`config.mk`:
```
export PLATFORM = sky130hd
export DESIGN_NAME = stable_priority_queue_unit
export DESIGN_NICKNAME = d
export VERILOG_FILES = /design/src/sv/spq_pkg.sv /design/src/sv/stable_priority_queue_unit.sv /design/src/sv/spq_cell.sv
export VERILOG_INCLUDE_DIRS = /design/src /design/src/sv
export SDC_FILE = /design/constraint.sdc
export NUM_CORES = 2
export LEC_CHECK = 0
export BUFFER_PORTS_ARGS = -buffer_cell sky130_fd_sc_hd__buf_2
export CORE_MARGIN = 4
export CORE_UTILIZATION = 60
export DETAILED_ROUTE_END_ITERATION = 10
export PLACE_DENSITY = 0.85
export REMOVE_ABC_BUFFERS = 1
export SLEW_MARGIN = 10
export SYNTH_ARGS = -nofsm -noshare
export SYNTH_HDL_FRONTEND = slang
export SYNTH_SLANG_ARGS = --single-unit
```
`constraint.sdc`:
```
create_clock -name clock -period 16.15 [get_ports clock]
set_input_delay 2.4225 -clock clock [delete_from_list [all_inputs] [get_ports clock]]
set_output_delay 2.4225 -clock clock [all_outputs]
set_load 0.1 [all_outputs]
```
`src/sv/stable_priority_queue_unit_assert.svh`:
```
// ----------------------------------------------------------------------------
// Assertion macros for the stable priority queue unit
// Concurrent assertion wrappers that compile to nothing in synthesis builds.
// ----------------------------------------------------------------------------
`ifndef STABLE_PRIORITY_QUEUE_UNIT_ASSERT_SVH
`define STABLE_PRIORITY_QUEUE_UNIT_ASSERT_SVH

`ifndef SYNTHESIS
// Checked at every rising clock edge, ignored while reset is high.
`define SPQ_ASSERT(label, clk, rst, prop) \
   label: assert property (@(posedge clk) disable iff (rst) prop) \
      else $error("stable priority queue assertion failed");
// Checked at every rising clock edge, including during reset.
`define SPQ_ASSERT_ALWAYS(label, clk, prop) \
   label: assert property (@(posedge clk) prop) \
      else $error("stable priority queue assertion failed");
`else
`define SPQ_ASSERT(label, clk, rst, prop)
`define SPQ_ASSERT_ALWAYS(label, clk, prop)
`endif

`endif

```
`src/sv/spq_pkg.sv`:
```
// ----------------------------------------------------------------------------
// Stable priority queue package
// Sizes, command and status codes, and the cell control and link types.
// ----------------------------------------------------------------------------
`default_nettype none

package spq_pkg;

   localparam int CAPACITY = 16;
   localparam int DATA_W   = 32;
   localparam int PRIO_W   = 8;
   localparam int COUNT_W  = $clog2(CAPACITY + 1);
   localparam int ENTRY_COUNT_W = 5;

   typedef enum logic [1:0] {
      CMD_ENQUEUE  = 2'd0,
      CMD_DEQ_HEAD = 2'd1,
      CMD_DEQ_EXACT = 2'd2,
      CMD_DEQ_ATMOST = 2'd3
   } cmd_type;

   typedef enum logic [1:0] {
      ST_OK      = 2'd0,
      ST_EMPTY   = 2'd1,
      ST_NOMATCH = 2'd2,
      ST_FULL    = 2'd3
   } status_type;

   // What every cell of the row does at a clock edge.
   typedef enum logic [1:0] {
      MODE_HOLD       = 2'd0,
      MODE_INSERT     = 2'd1,
      MODE_REMOVE_GE  = 2'd2,
      MODE_REMOVE_ALL = 2'd3
   } mode_type;

   typedef struct packed {
      mode_type              mode;
      logic [DATA_W-1:0]     data;
      logic [PRIO_W-1:0]     prio;
   } cell_cmd_type;

   // What a cell shows its neighbors.
   typedef struct packed {
      logic [DATA_W-1:0]     data;
      logic [PRIO_W-1:0]     prio;
      logic                  gt;
      logic                  match;
   } cell_link_type;

endpackage

`default_nettype wire

```
`src/sv/stable_priority_queue_unit.sv`:
```
// A result is valid in the cycle after its item is accepted.
// One item per cycle while the input is not stalled; the whole row of cells updates together.
// The input stalls only while a finished result waits on a stalled output.
// Reset clears the entry count and the output valid; slot contents are kept.
// Every command gives exactly one result item.
// ----------------------------------------------------------------------------
// Stable priority queue unit
// Bounded priority queue kept sorted in a row of compare-and-shift cells.
// ----------------------------------------------------------------------------
`default_nettype none

`include "stable_priority_queue_unit_assert.svh"

module stable_priority_queue_unit (
   input  wire logic                           clock,
   input  wire logic                           reset,
   input  wire logic                           req_valid,
   output logic                                req_stall,
   input  wire logic [1:0]                     req_cmd,
   input  wire logic signed [spq_pkg::DATA_W-1:0] req_data_in,
   input  wire logic [spq_pkg::PRIO_W-1:0]     req_priority_req,
   output logic                                rsp_valid,
   input  wire logic                           rsp_stall,
   output logic [1:0]                          rsp_status,
   output logic signed [spq_pkg::DATA_W-1:0]   rsp_data_out,
   output logic [spq_pkg::ENTRY_COUNT_W-1:0]   rsp_entry_count,
   output logic                                rsp_is_empty
);
   import spq_pkg::*;

   // Entry count and output register. Only the count and the valid flag are reset.
   logic [COUNT_W-1:0]       count_ff;
   logic [COUNT_W-1:0]       count_in;
   logic                     rsp_valid_ff;
   logic                     rsp_valid_in;
   status_type               rsp_status_ff;
   status_type               rsp_status_in;
   logic [DATA_W-1:0]        rsp_data_ff;
   logic [DATA_W-1:0]        rsp_data_in;

   logic                     accept;
   logic                     full;
   logic                     empty;
   logic                     found;
   logic                     head_ok;
   logic [DATA_W-1:0]        hit_data;
   cmd_type                  cmd;
   cell_cmd_type             cell_cmd;

   cell_link_type            links       [CAPACITY];
   cell_link_type            left_links  [CAPACITY];
   cell_link_type            right_links [CAPACITY];
   logic [CAPACITY-1:0]      occupied;
   logic [CAPACITY-1:0]      hit_vec;
   logic [CAPACITY-1:0]      match_vec;

   // The input moves whenever the output register is free or being emptied.
   assign req_stall = rsp_valid_ff && rsp_stall;
   assign accept    = req_valid && !req_stall;
   assign cmd       = cmd_type'(req_cmd);

   assign full  = (count_ff == COUNT_W'(CAPACITY));
   assign empty = (count_ff == '0);

   // The row of cells. Slot 0 is the head; entries sit in ascending priority,
   // with equal priorities in arrival order. A slot holds an entry when its
   // index is below the count, so the slots themselves need no valid bits.
   for (genvar j = 0; j < CAPACITY; j++) begin : g_cell
      assign occupied[j]  = (count_ff > COUNT_W'(j));
      assign match_vec[j] = links[j].match;

      if (j == 0) begin : g_left_edge
         assign left_links[j] = '0;
      end else begin : g_left_inner
         assign left_links[j] = links[j-1];
      end

      if (j == CAPACITY - 1) begin : g_right_edge
         assign right_links[j] = '0;
      end else begin : g_right_inner
         assign right_links[j] = links[j+1];
      end

      spq_cell u_cell (
         .clock      (clock),
         .cmd        (cell_cmd),
         .occupied   (occupied[j]),
         .left_link  (left_links[j]),
         .right_link (right_links[j]),
         .own_link   (links[j]),
         .first_hit  (hit_vec[j])
      );
   end

   // An exact dequeue succeeds if any held entry carries the requested
   // priority; the oldest such entry is marked by a single first-hit flag.
   assign found   = |match_vec;
   assign head_ok = occupied[0] && (links[0].prio <= req_priority_req);

   always_comb begin
      hit_data = '0;
      for (int j = 0; j < CAPACITY; j++) begin
         hit_data = hit_data | (hit_vec[j] ? links[j].data : '0);
      end
   end

   // Command decode: picks the row operation and the result for this item.
   always_comb begin
      cell_cmd.mode = MODE_HOLD;
      cell_cmd.data = req_data_in;
      cell_cmd.prio = req_priority_req;
      count_in      = count_ff;
      rsp_status_in = ST_OK;
      rsp_data_in   = '1;
      if (accept) begin
         unique case (cmd)
            CMD_ENQUEUE: begin
               if (full) begin
                  rsp_status_in = ST_FULL;
               end else begin
                  cell_cmd.mode = MODE_INSERT;
                  count_in      = count_ff + COUNT_W'(1);
               end
            end
            CMD_DEQ_HEAD: begin
               if (empty) begin
                  rsp_status_in = ST_EMPTY;
               end else begin
                  cell_cmd.mode = MODE_REMOVE_ALL;
                  count_in      = count_ff - COUNT_W'(1);
                  rsp_data_in   = links[0].data;
               end
            end
            CMD_DEQ_EXACT: begin
               if (empty) begin
                  rsp_status_in = ST_EMPTY;
               end else if (found) begin
                  cell_cmd.mode = MODE_REMOVE_GE;
                  count_in      = count_ff - COUNT_W'(1);
                  rsp_data_in   = hit_data;
               end else begin
                  rsp_status_in = ST_NOMATCH;
               end
            end
            CMD_DEQ_ATMOST: begin
               if (empty) begin
                  rsp_status_in = ST_EMPTY;
               end else if (head_ok) begin
                  cell_cmd.mode = MODE_REMOVE_ALL;
                  count_in      = count_ff - COUNT_W'(1);
                  rsp_data_in   = links[0].data;
               end else begin
                  rsp_status_in = ST_NOMATCH;
               end
            end
            default: begin
            end
         endcase
      end
   end

   // A result is loaded with its item; it leaves when the output is not stalled.
   always_comb begin
      rsp_valid_in = rsp_valid_ff;
      if (accept) begin
         rsp_valid_in = 1'b1;
      end else if (!rsp_stall) begin
         rsp_valid_in = 1'b0;
      end
   end

   always_ff @(posedge clock) begin
      if (reset) begin
         count_ff     <= '0;
         rsp_valid_ff <= 1'b0;
      end else begin
         count_ff     <= count_in;
         rsp_valid_ff <= rsp_valid_in;
      end
   end

   always_ff @(posedge clock) begin
      if (accept) begin
         rsp_status_ff <= rsp_status_in;
         rsp_data_ff   <= rsp_data_in;
      end
   end

   // Count and empty flag are read from the count register, which always
   // reflects the state after the last accepted item.
   assign rsp_valid       = rsp_valid_ff;
   assign rsp_status      = rsp_status_ff;
   assign rsp_data_out    = $signed(rsp_data_ff);
   assign rsp_entry_count = ENTRY_COUNT_W'(count_ff);
   assign rsp_is_empty    = empty;

   `SPQ_ASSERT_ALWAYS(a_reset_idle, clock, reset |=> !rsp_valid && (count_ff == '0))
   `SPQ_ASSERT(a_count_bound, clock, reset, count_ff <= COUNT_W'(CAPACITY))
   `SPQ_ASSERT(a_single_hit, clock, reset, $onehot0(hit_vec))
   `SPQ_ASSERT(a_full_drop, clock, reset,
      accept && (cmd == CMD_ENQUEUE) && full |=> rsp_valid && (rsp_status == ST_FULL))
   `SPQ_ASSERT(a_count_idle, clock, reset, !accept |=> $stable(count_ff))

endmodule

`default_nettype wire

```
`src/sv/spq_cell.sv`:
```
// ----------------------------------------------------------------------------
// Stable priority queue cell
// One slot of the sorted row: holds an entry and moves it left or right.
// ----------------------------------------------------------------------------
`default_nettype none

module spq_cell (
   input  wire logic                  clock,
   input  wire spq_pkg::cell_cmd_type cmd,
   input  wire logic                  occupied,
   input  wire spq_pkg::cell_link_type left_link,
   input  wire spq_pkg::cell_link_type right_link,
   output spq_pkg::cell_link_type     own_link,
   output logic                       first_hit
);
   import spq_pkg::*;

   logic [DATA_W-1:0] slot_data_ff;
   logic [DATA_W-1:0] slot_data_in;
   logic [PRIO_W-1:0] slot_prio_ff;
   logic [PRIO_W-1:0] slot_prio_in;
   logic              gt_self;
   logic              ge_self;
   logic              match_self;

   // An empty slot counts as holding a priority beyond every request.
   assign gt_self    = !occupied || (slot_prio_ff > cmd.prio);
   assign ge_self    = !occupied || (slot_prio_ff >= cmd.prio);
   assign match_self = occupied && (slot_prio_ff == cmd.prio);

   always_comb begin
      slot_data_in = slot_data_ff;
      slot_prio_in = slot_prio_ff;
      unique case (cmd.mode)
         MODE_INSERT: begin
            if (gt_self) begin
               if (left_link.gt) begin
                  slot_data_in = left_link.data;
                  slot_prio_in = left_link.prio;
               end else begin
                  slot_data_in = cmd.data;
                  slot_prio_in = cmd.prio;
               end
            end
         end
         MODE_REMOVE_GE: begin
            if (ge_self) begin
               slot_data_in = right_link.data;
               slot_prio_in = right_link.prio;
            end
         end
         MODE_REMOVE_ALL: begin
            slot_data_in = right_link.data;
            slot_prio_in = right_link.prio;
         end
         MODE_HOLD: begin
         end
         default: begin
         end
      endcase
   end

   always_ff @(posedge clock) begin
      slot_data_ff <= slot_data_in;
      slot_prio_ff <= slot_prio_in;
   end

   assign own_link.data  = slot_data_ff;
   assign own_link.prio  = slot_prio_ff;
   assign own_link.gt    = gt_self;
   assign own_link.match = match_self;

   // Equal priorities sit together, so the oldest match has no match on its left.
   assign first_hit = match_self && !left_link.match;

endmodule

`default_nettype wire

```
# Word level (Yosys, flattened, before mapping)
# Cells that the tools add are included.
# totals
register_bits	680
word_cells	455
inputBits	46
output_inout_bits	42
# classes
n_eq_ne	62
bitwise	15
magnitude_cmp	49
mux	172
n_reduce_logical	119
addsub	2
# ops
op	count
$mux 32	68
$pmux 32 s3	17
$or 32x32->32	15
$pmux 8 s3	16
$mux 8	47
$eq 8x8->1	16
$ge 8x8->1	16
$gt 8x8->1	16
$ne 2x1->1 const B	33
$reduce_and 3->1	16
$gt 5x4->1 const B	8
$logic_and 1x1->1	34
$logic_not 1->1	32
$logic_or 1x1->1	32
$mux 5	6
$mux 2	11
$gt 5x3->1 const B	4
$pmux 5 s4	1
$pmux 2 s4	2
$reduce_or 16->1	1
$ne 2x2->1 const B	6
$gt 5x1->1 const B	2
$gt 5x2->1 const B	2
$eq 2x2->1 const B	4
other kinds (10)	14

# Longest topological paths before layout
# logic_depth
ltp_word	23
ltp_mapped	15
ltp_nobuf	10

# Hierarchy
# Synthesis repeated with hierarchy kept, for this count alone.
# unflattened
cells_unflattened	4030
hier_area_um2	42539.5
# modules_own_cells
mod	seq_area_each_um2	instances	area_per_inst_um2	cells_each
spq_cell (g_cell[0].u_cell ...)	1201.2	10	2378.5	213
spq_cell (g_cell[4].u_cell ...)	1201.2	6	2285.9	210
stable_priority_queue_unit	1141.1	1	5038.6	640

# Worst setup path after synthesis
# Ideal clock, no wire load.
# synth_timing
path_type	input-to-reg
startpoint	input port req_priority_req[7] in the netlist's numbering
endpoint	register g_cell[9].u_cell.slot_data_ff[0] (enable)
path_slack_ps	7574
cell_stages	14
t_required_ps	15657
t_arrival_ps	8083
setup_ps	493
n_path_buf	5
path_cell_list	clkbuf_1 > inv_1 > ha_1 > nand4_2 > or2_1 > and3_1 > or4_1 > buf_2 > nor2_4 > buf_6 > nor2_4 > buf_2 > buf_2 > o21ai_0
# synth_via
elab_chain_cells	10
word_cells_on_any_way	52
classes_between	order compare (3); eq/ne (21); mux (6); reduce/logical (22)
# synth_lines
element	line_no	rtl
start, declared	stable_priority_queue_unit.sv:21	input wire logic [spq_pkg::PRIO_W-1:0] req_priority_req,
$eq 8x8->1	spq_cell.sv:29	assign match_self = occupied && (slot_prio_ff == cmd.prio);
$logic_and 1x1->1	spq_cell.sv:29	
$reduce_or 16->1	stable_priority_queue_unit.sv:97	assign found = |match_vec;
$mux 2	stable_priority_queue_unit.sv:137	end else if (found) begin
$mux 2	stable_priority_queue_unit.sv:135	if (empty) begin
$pmux 2 s4	stable_priority_queue_unit.sv:116	unique case (cmd)
$mux 2	stable_priority_queue_unit.sv:115	if (accept) begin
$eq 2x2->1 or $eq 2x1->1 (tied branches)	spq_cell.sv:34	unique case (cmd.mode)
$ne 2x1->1 (no source line) or $reduce_bool 3->1 (tied branches)	--	
$reduce_and 3->1 (no source line) (*)	--	
end signal, assigned	spq_cell.sv:64	slot_data_ff <= slot_data_in;
end, declared	spq_cell.sv:18	logic [DATA_W-1:0] slot_data_ff;
# Every way passes the cells marked *; elsewhere a longest branch is shown, timed or not.
# A chain may end at the register's enable or synchronous reset.

# Worst setup path in the final report
# layout_timing
startpoint	input port req_priority_req[1] in the netlist's numbering
endpoint	register g_cell[0].u_cell.slot_data_ff[29] (enable)
# layout_via
elab_chain_cells	10
word_cells_on_any_way	52
classes_between	order compare (3); eq/ne (21); mux (6); reduce/logical (22)
# layout_lines
element	line_no
$eq 8x8->1	spq_cell.sv:29
$logic_and 1x1->1	spq_cell.sv:29
$reduce_or 16->1	stable_priority_queue_unit.sv:97
$mux 2	stable_priority_queue_unit.sv:137
$mux 2	stable_priority_queue_unit.sv:135
$pmux 2 s4	stable_priority_queue_unit.sv:116
$mux 2	stable_priority_queue_unit.sv:115
$eq 2x2->1 or $eq 2x1->1 (tied branches)	spq_cell.sv:34
$ne 2x1->1 (no source line) or $reduce_bool 3->1 (tied branches)	--
$reduce_and 3->1 (no source line) (*)	--
end signal, assigned	spq_cell.sv:64
end, declared	spq_cell.sv:18
# Marks and branches as above.

==> implementation parameters <==
Parameter                              Value

Outcome
  Outcome ... completed

Timing
  Final worst-path setup slack ... 7.63 ns
  Slew margin rel. ... roughly an eighth
  Sum Neg Setup Slack ... 0 ns
  Max Clk Rate ... 117 MHz
  Worst-case clock skew ... 0.0335 ns
  Final clock period utilization by the worst path ... a little over half
  Max-slew violations ... 0
  Final critical-path required period ... approximately 8.5 ns
  Transition time at the pin with the least slew margin ... roughly 1.3 ns
  Final Setup Violations ... 0
  Final hold vios ... 0
  RSZ-0062 raised after global routing ... false

GRT
  Antenna violations before repair ... 7
  Met3 GRT Util ... about 11%
  Total grt overflow ... 0
  Met1 Use GR ... approximately half
  First-pass GRT wire length ... between 200 and 250 mm
  Number of global-route vias before repair ... ~33k
  Global route hottest layer ... met2
  Largest net degree at the start of global routing ... ~210
  Fraction of met2 tracks used by global routing ... a little over half
  Total global-route track usage ... approximately 37%

Floorplanning
  Core area ... approximately 69000 sq um
  Die area ... roughly 74000 sq um
  Number of standard-cell rows in the floorplan ... between 90 and 100
  Floorplan die height ... about 270 um
  Effective utilization at floorplan ... 60.6%
  Die extent in x ... between 200 and 300 um
  Io pins ... approximately 90

Synthesis
  Post-synth EDFFs ... about 670
  Flip-flop and latch count after synthesis ... 680
  Synthesized cell area ... approximately 42000 sq um
  Average cell area after synthesis ... about 12 sq um
  Share of flip-flops with an asynchronous set or reset ... 0%
  Sequential fraction of the synthesis area ... ~49%
  Synth Flop Type ... sky130_fd_sc_hd__edfxtp_1
  Post-synthesis cell type count ... slightly below 80
  Post-Synthesis Cells ... about 3.6k
  Yosys synthesis warning count ... 0

Worst hold path
  Path category of the worst min-delay check ... reg2reg

Finish
  Commonest non-fill, non-tap cell in the layout ... sky130_fd_sc_hd__edfxtp_1
  Top library cells by usage in the layout, fill and taps aside ... sky130_fd_sc_hd__edfxtp_1, sky130_fd_sc_hd__o21ai_1, sky130_fd_sc_hd__mux2i_1
  Filler cell count in the final layout ... about 5k
  Syn-to-layout area delta ... 7.93%
  Final core utilization ... about two thirds
  Final Net Count ... about 3.7k
  Share of layout cells above drive strength 1 ... 14.6%

CTS
  TritonCTS clock tree ... done
  CTS Root Cell ... sky130_fd_sc_hd__clkbuf_16
  CTS clk-pin slew, worst paths ... approximately 0.060 ns
  CTS max path bufs ... 3
  Clock latency of the later-clocked register in the worst-skew pair ... about 0.65 ns
  Post-CTS Resized ... 0
  Clock sinks ... 680
  Number of levels the H-tree was split into ... 3
  Hold buffers post-CTS ... 0
  Number of buffers inserted by post-CTS setup repair ... 0
  CTS Buf Count ... 73

Critical path
  Critical Path Max Stage Delay ... between 1 and 1.5 ns
  Top cell by count, worst path ... sky130_fd_sc_hd__buf_4
  Worst Setup End Kind ... register
  Highest-delay cell along the critical path ... sky130_fd_sc_hd__o22ai_4
  Worst EP arrival ... slightly below 9 ns
  Maximum fanout along the worst path ... about 210
  Required time of the worst setup path ... 16.42 ns
  Nature of the critical path startpoint ... primary input
  Critical setup path kind ... in2reg
  Cells along the critical path ... buf_2 -> inv_1 -> ha_1 -> nand4_1 -> or2_1 -> and3_1 -> or4_2 -> buf_4 -> nor2_4 -> buf_12 -> nor3_2 -> o22ai_4 -> buf_4

Power
  Proportion of power drawn by flip-flops and latches ... about two fifths
  Power density relative to cell area ... 198 nW/um^2
  Switching component of the power ... 3.61 mW
  Internal Power ... roughly 5.3 mW
  Clock network fraction of total power ... a little under a fifth
  LEAKAGE ... between 10 and 15 nW
  Switching Fraction ... 40.6%
  Comb power frac ... a little over two fifths
  Max rail drop VDD ... approximately 0.14 mV

Placed design
  Setup WS pre-CTS ... between 7 and 8 ns
  Gpl congestion ... between 0.9 and 1
  Number of input and output port buffers inserted ... 87
  Detailed placer's ending HPWL ... around 77 mm

Detailed routing
  Wire length per cell after detailed routing ... between 30 and 40 um
  Via density per instance ... 7.62
  Sum of routed wire length over all layers ... ~140 mm
  Starting DRC count in detailed routing ... between 6k and 7k
  DR pass1 iterations ... 7
  Total number of vias ... between 30k and 40k
  Post-route ant nets ... 0
  DRC violation count after routing ... 0

Flow run
  Max-cap violation count ... 0
through the flow:
| stage | hold WS [ns] | cells | area [sq um] | power [mW] |
|---|---|---|---|---|
| 5_1_grt | 0.581 | 4474 | 44800 | 9.11 |
| 6_report | 0.562 | 4476 | 44800 | 8.87 |
| 3_3_place_gp | 0.540 | 4340 | 42600 | 6.88 |
| 4_1_cts | 0.571 | 4471 | 44800 | 8.69 |
| 3_5_place_dp | 0.552 | 4340 | 42600 | 7.02 |
| 2_1_floorplan | 0.529 | 3255 | 39900 | 5.89 |
cell families (layout without fill, tap and decap cells):
| logic type | count (synthesis) | count (layout) | share of synthesized area (%) |
|---|---|---|---|
| AOI/OAI and AO/OA | 1221 | 1221 | 18.3 |
| muxes | 764 | 764 | 19.5 |
| DFF | 680 | 680 | 49.0 |
| and+or+nand+nor | 408 | 408 | 4.83 |
| buffers and inverters | 385 | 331 | 4.33 |
| adders and majority gates | 134 | 134 | 4.04 |
| xor gates and xnor gates | 2 | 2 | 0.0422 |
| other | 0 | 5 | 0 |
worst paths after layout:
kind / slack (ns) / endpoint / cells after the start / startpoint
max: 7.63 / g_cell[0].u_cell.slot_data_ff[29]$_DFFE_PP_ / 13 / req_priority_req[1]
min: 0.56 / g_cell[14].u_cell.slot_data_ff[15]$_DFFE_PP_ / 1 / g_cell[15].u_cell.slot_data_ff[15]$_SDFFCE_PP0P_
max reg2reg: 9.55 / g_cell[0].u_cell.slot_data_ff[29]$_DFFE_PP_ / 11 / rsp_entry_count[1]$_SDFFE_PP0P_
min reg2reg: 0.56 / g_cell[14].u_cell.slot_data_ff[15]$_DFFE_PP_ / 1 / g_cell[15].u_cell.slot_data_ff[15]$_SDFFCE_PP0P_
routing by layer:
layer  vias up  part of all wire, %
met5         -                0.044
met4         8                  7.9
met3       870                   17
met2      3372                   42
met1     15888                   34
li1      13973                    -
critical path: cells and delay by family:
family          cells  cell delay [ns]
compound gates      1             1.02
buf+inv             5             2.49
fa+ha+maj           1             0.50
simple gates        6             2.30
power groups by stage:
stage | Clock [mW] | Sequential (mW) | Combinational, mW
after global placement | 0 | 3.47 | 3.41
final | 1.67 | 3.50 | 3.70
after CTS | 1.67 | 3.47 | 3.56
after global routing | 1.75 | 3.54 | 3.83
after floorplan | 0 | 3.44 | 2.45
after detailed placement | 0 | 3.49 | 3.54
layout make-up:
type                       count  area [sq um]  share of cell area, %
sequential                   680         20400                   45.4
multi-input combinational   2529         19900                   44.3
clock buffer                  93          1900                   4.24
tap                          931          1160                   2.60
timing repair buffer         154          1000                   2.23
clock inverter                38           382                  0.851
inverter                      46           174                  0.388
antenna                        5          12.5                 0.0279
cells in the mapped netlist (73+ instances only):
cell                       count  area, sq um
sky130_fd_sc_hd__mux2_1      168         1890
sky130_fd_sc_hd__nor2_1      102          383
sky130_fd_sc_hd__edfxtp_1    674        20200
sky130_fd_sc_hd__buf_2        77          385
sky130_fd_sc_hd__o21ai_0     182          911
sky130_fd_sc_hd__o21ai_1     579         2900
sky130_fd_sc_hd__clkbuf_1    206          773
sky130_fd_sc_hd__ha_1        134         1680
sky130_fd_sc_hd__mux2i_1     404         4040
sky130_fd_sc_hd__mux2_2      192         2160
sky130_fd_sc_hd__a222oi_1     73          731
sky130_fd_sc_hd__a22oi_1      74          556
sky130_fd_sc_hd__nand2_1     106          398
registers in the layout, summed over array words and instances, names as in the netlist:
name	count
g_cell.u_cell.slot_data_ff	512
g_cell.u_cell.slot_prio_ff	128
rsp_data_out	32
rsp_entry_count	5
rsp_status	2
rsp_valid	1
(Power assumes the default switching activity.)
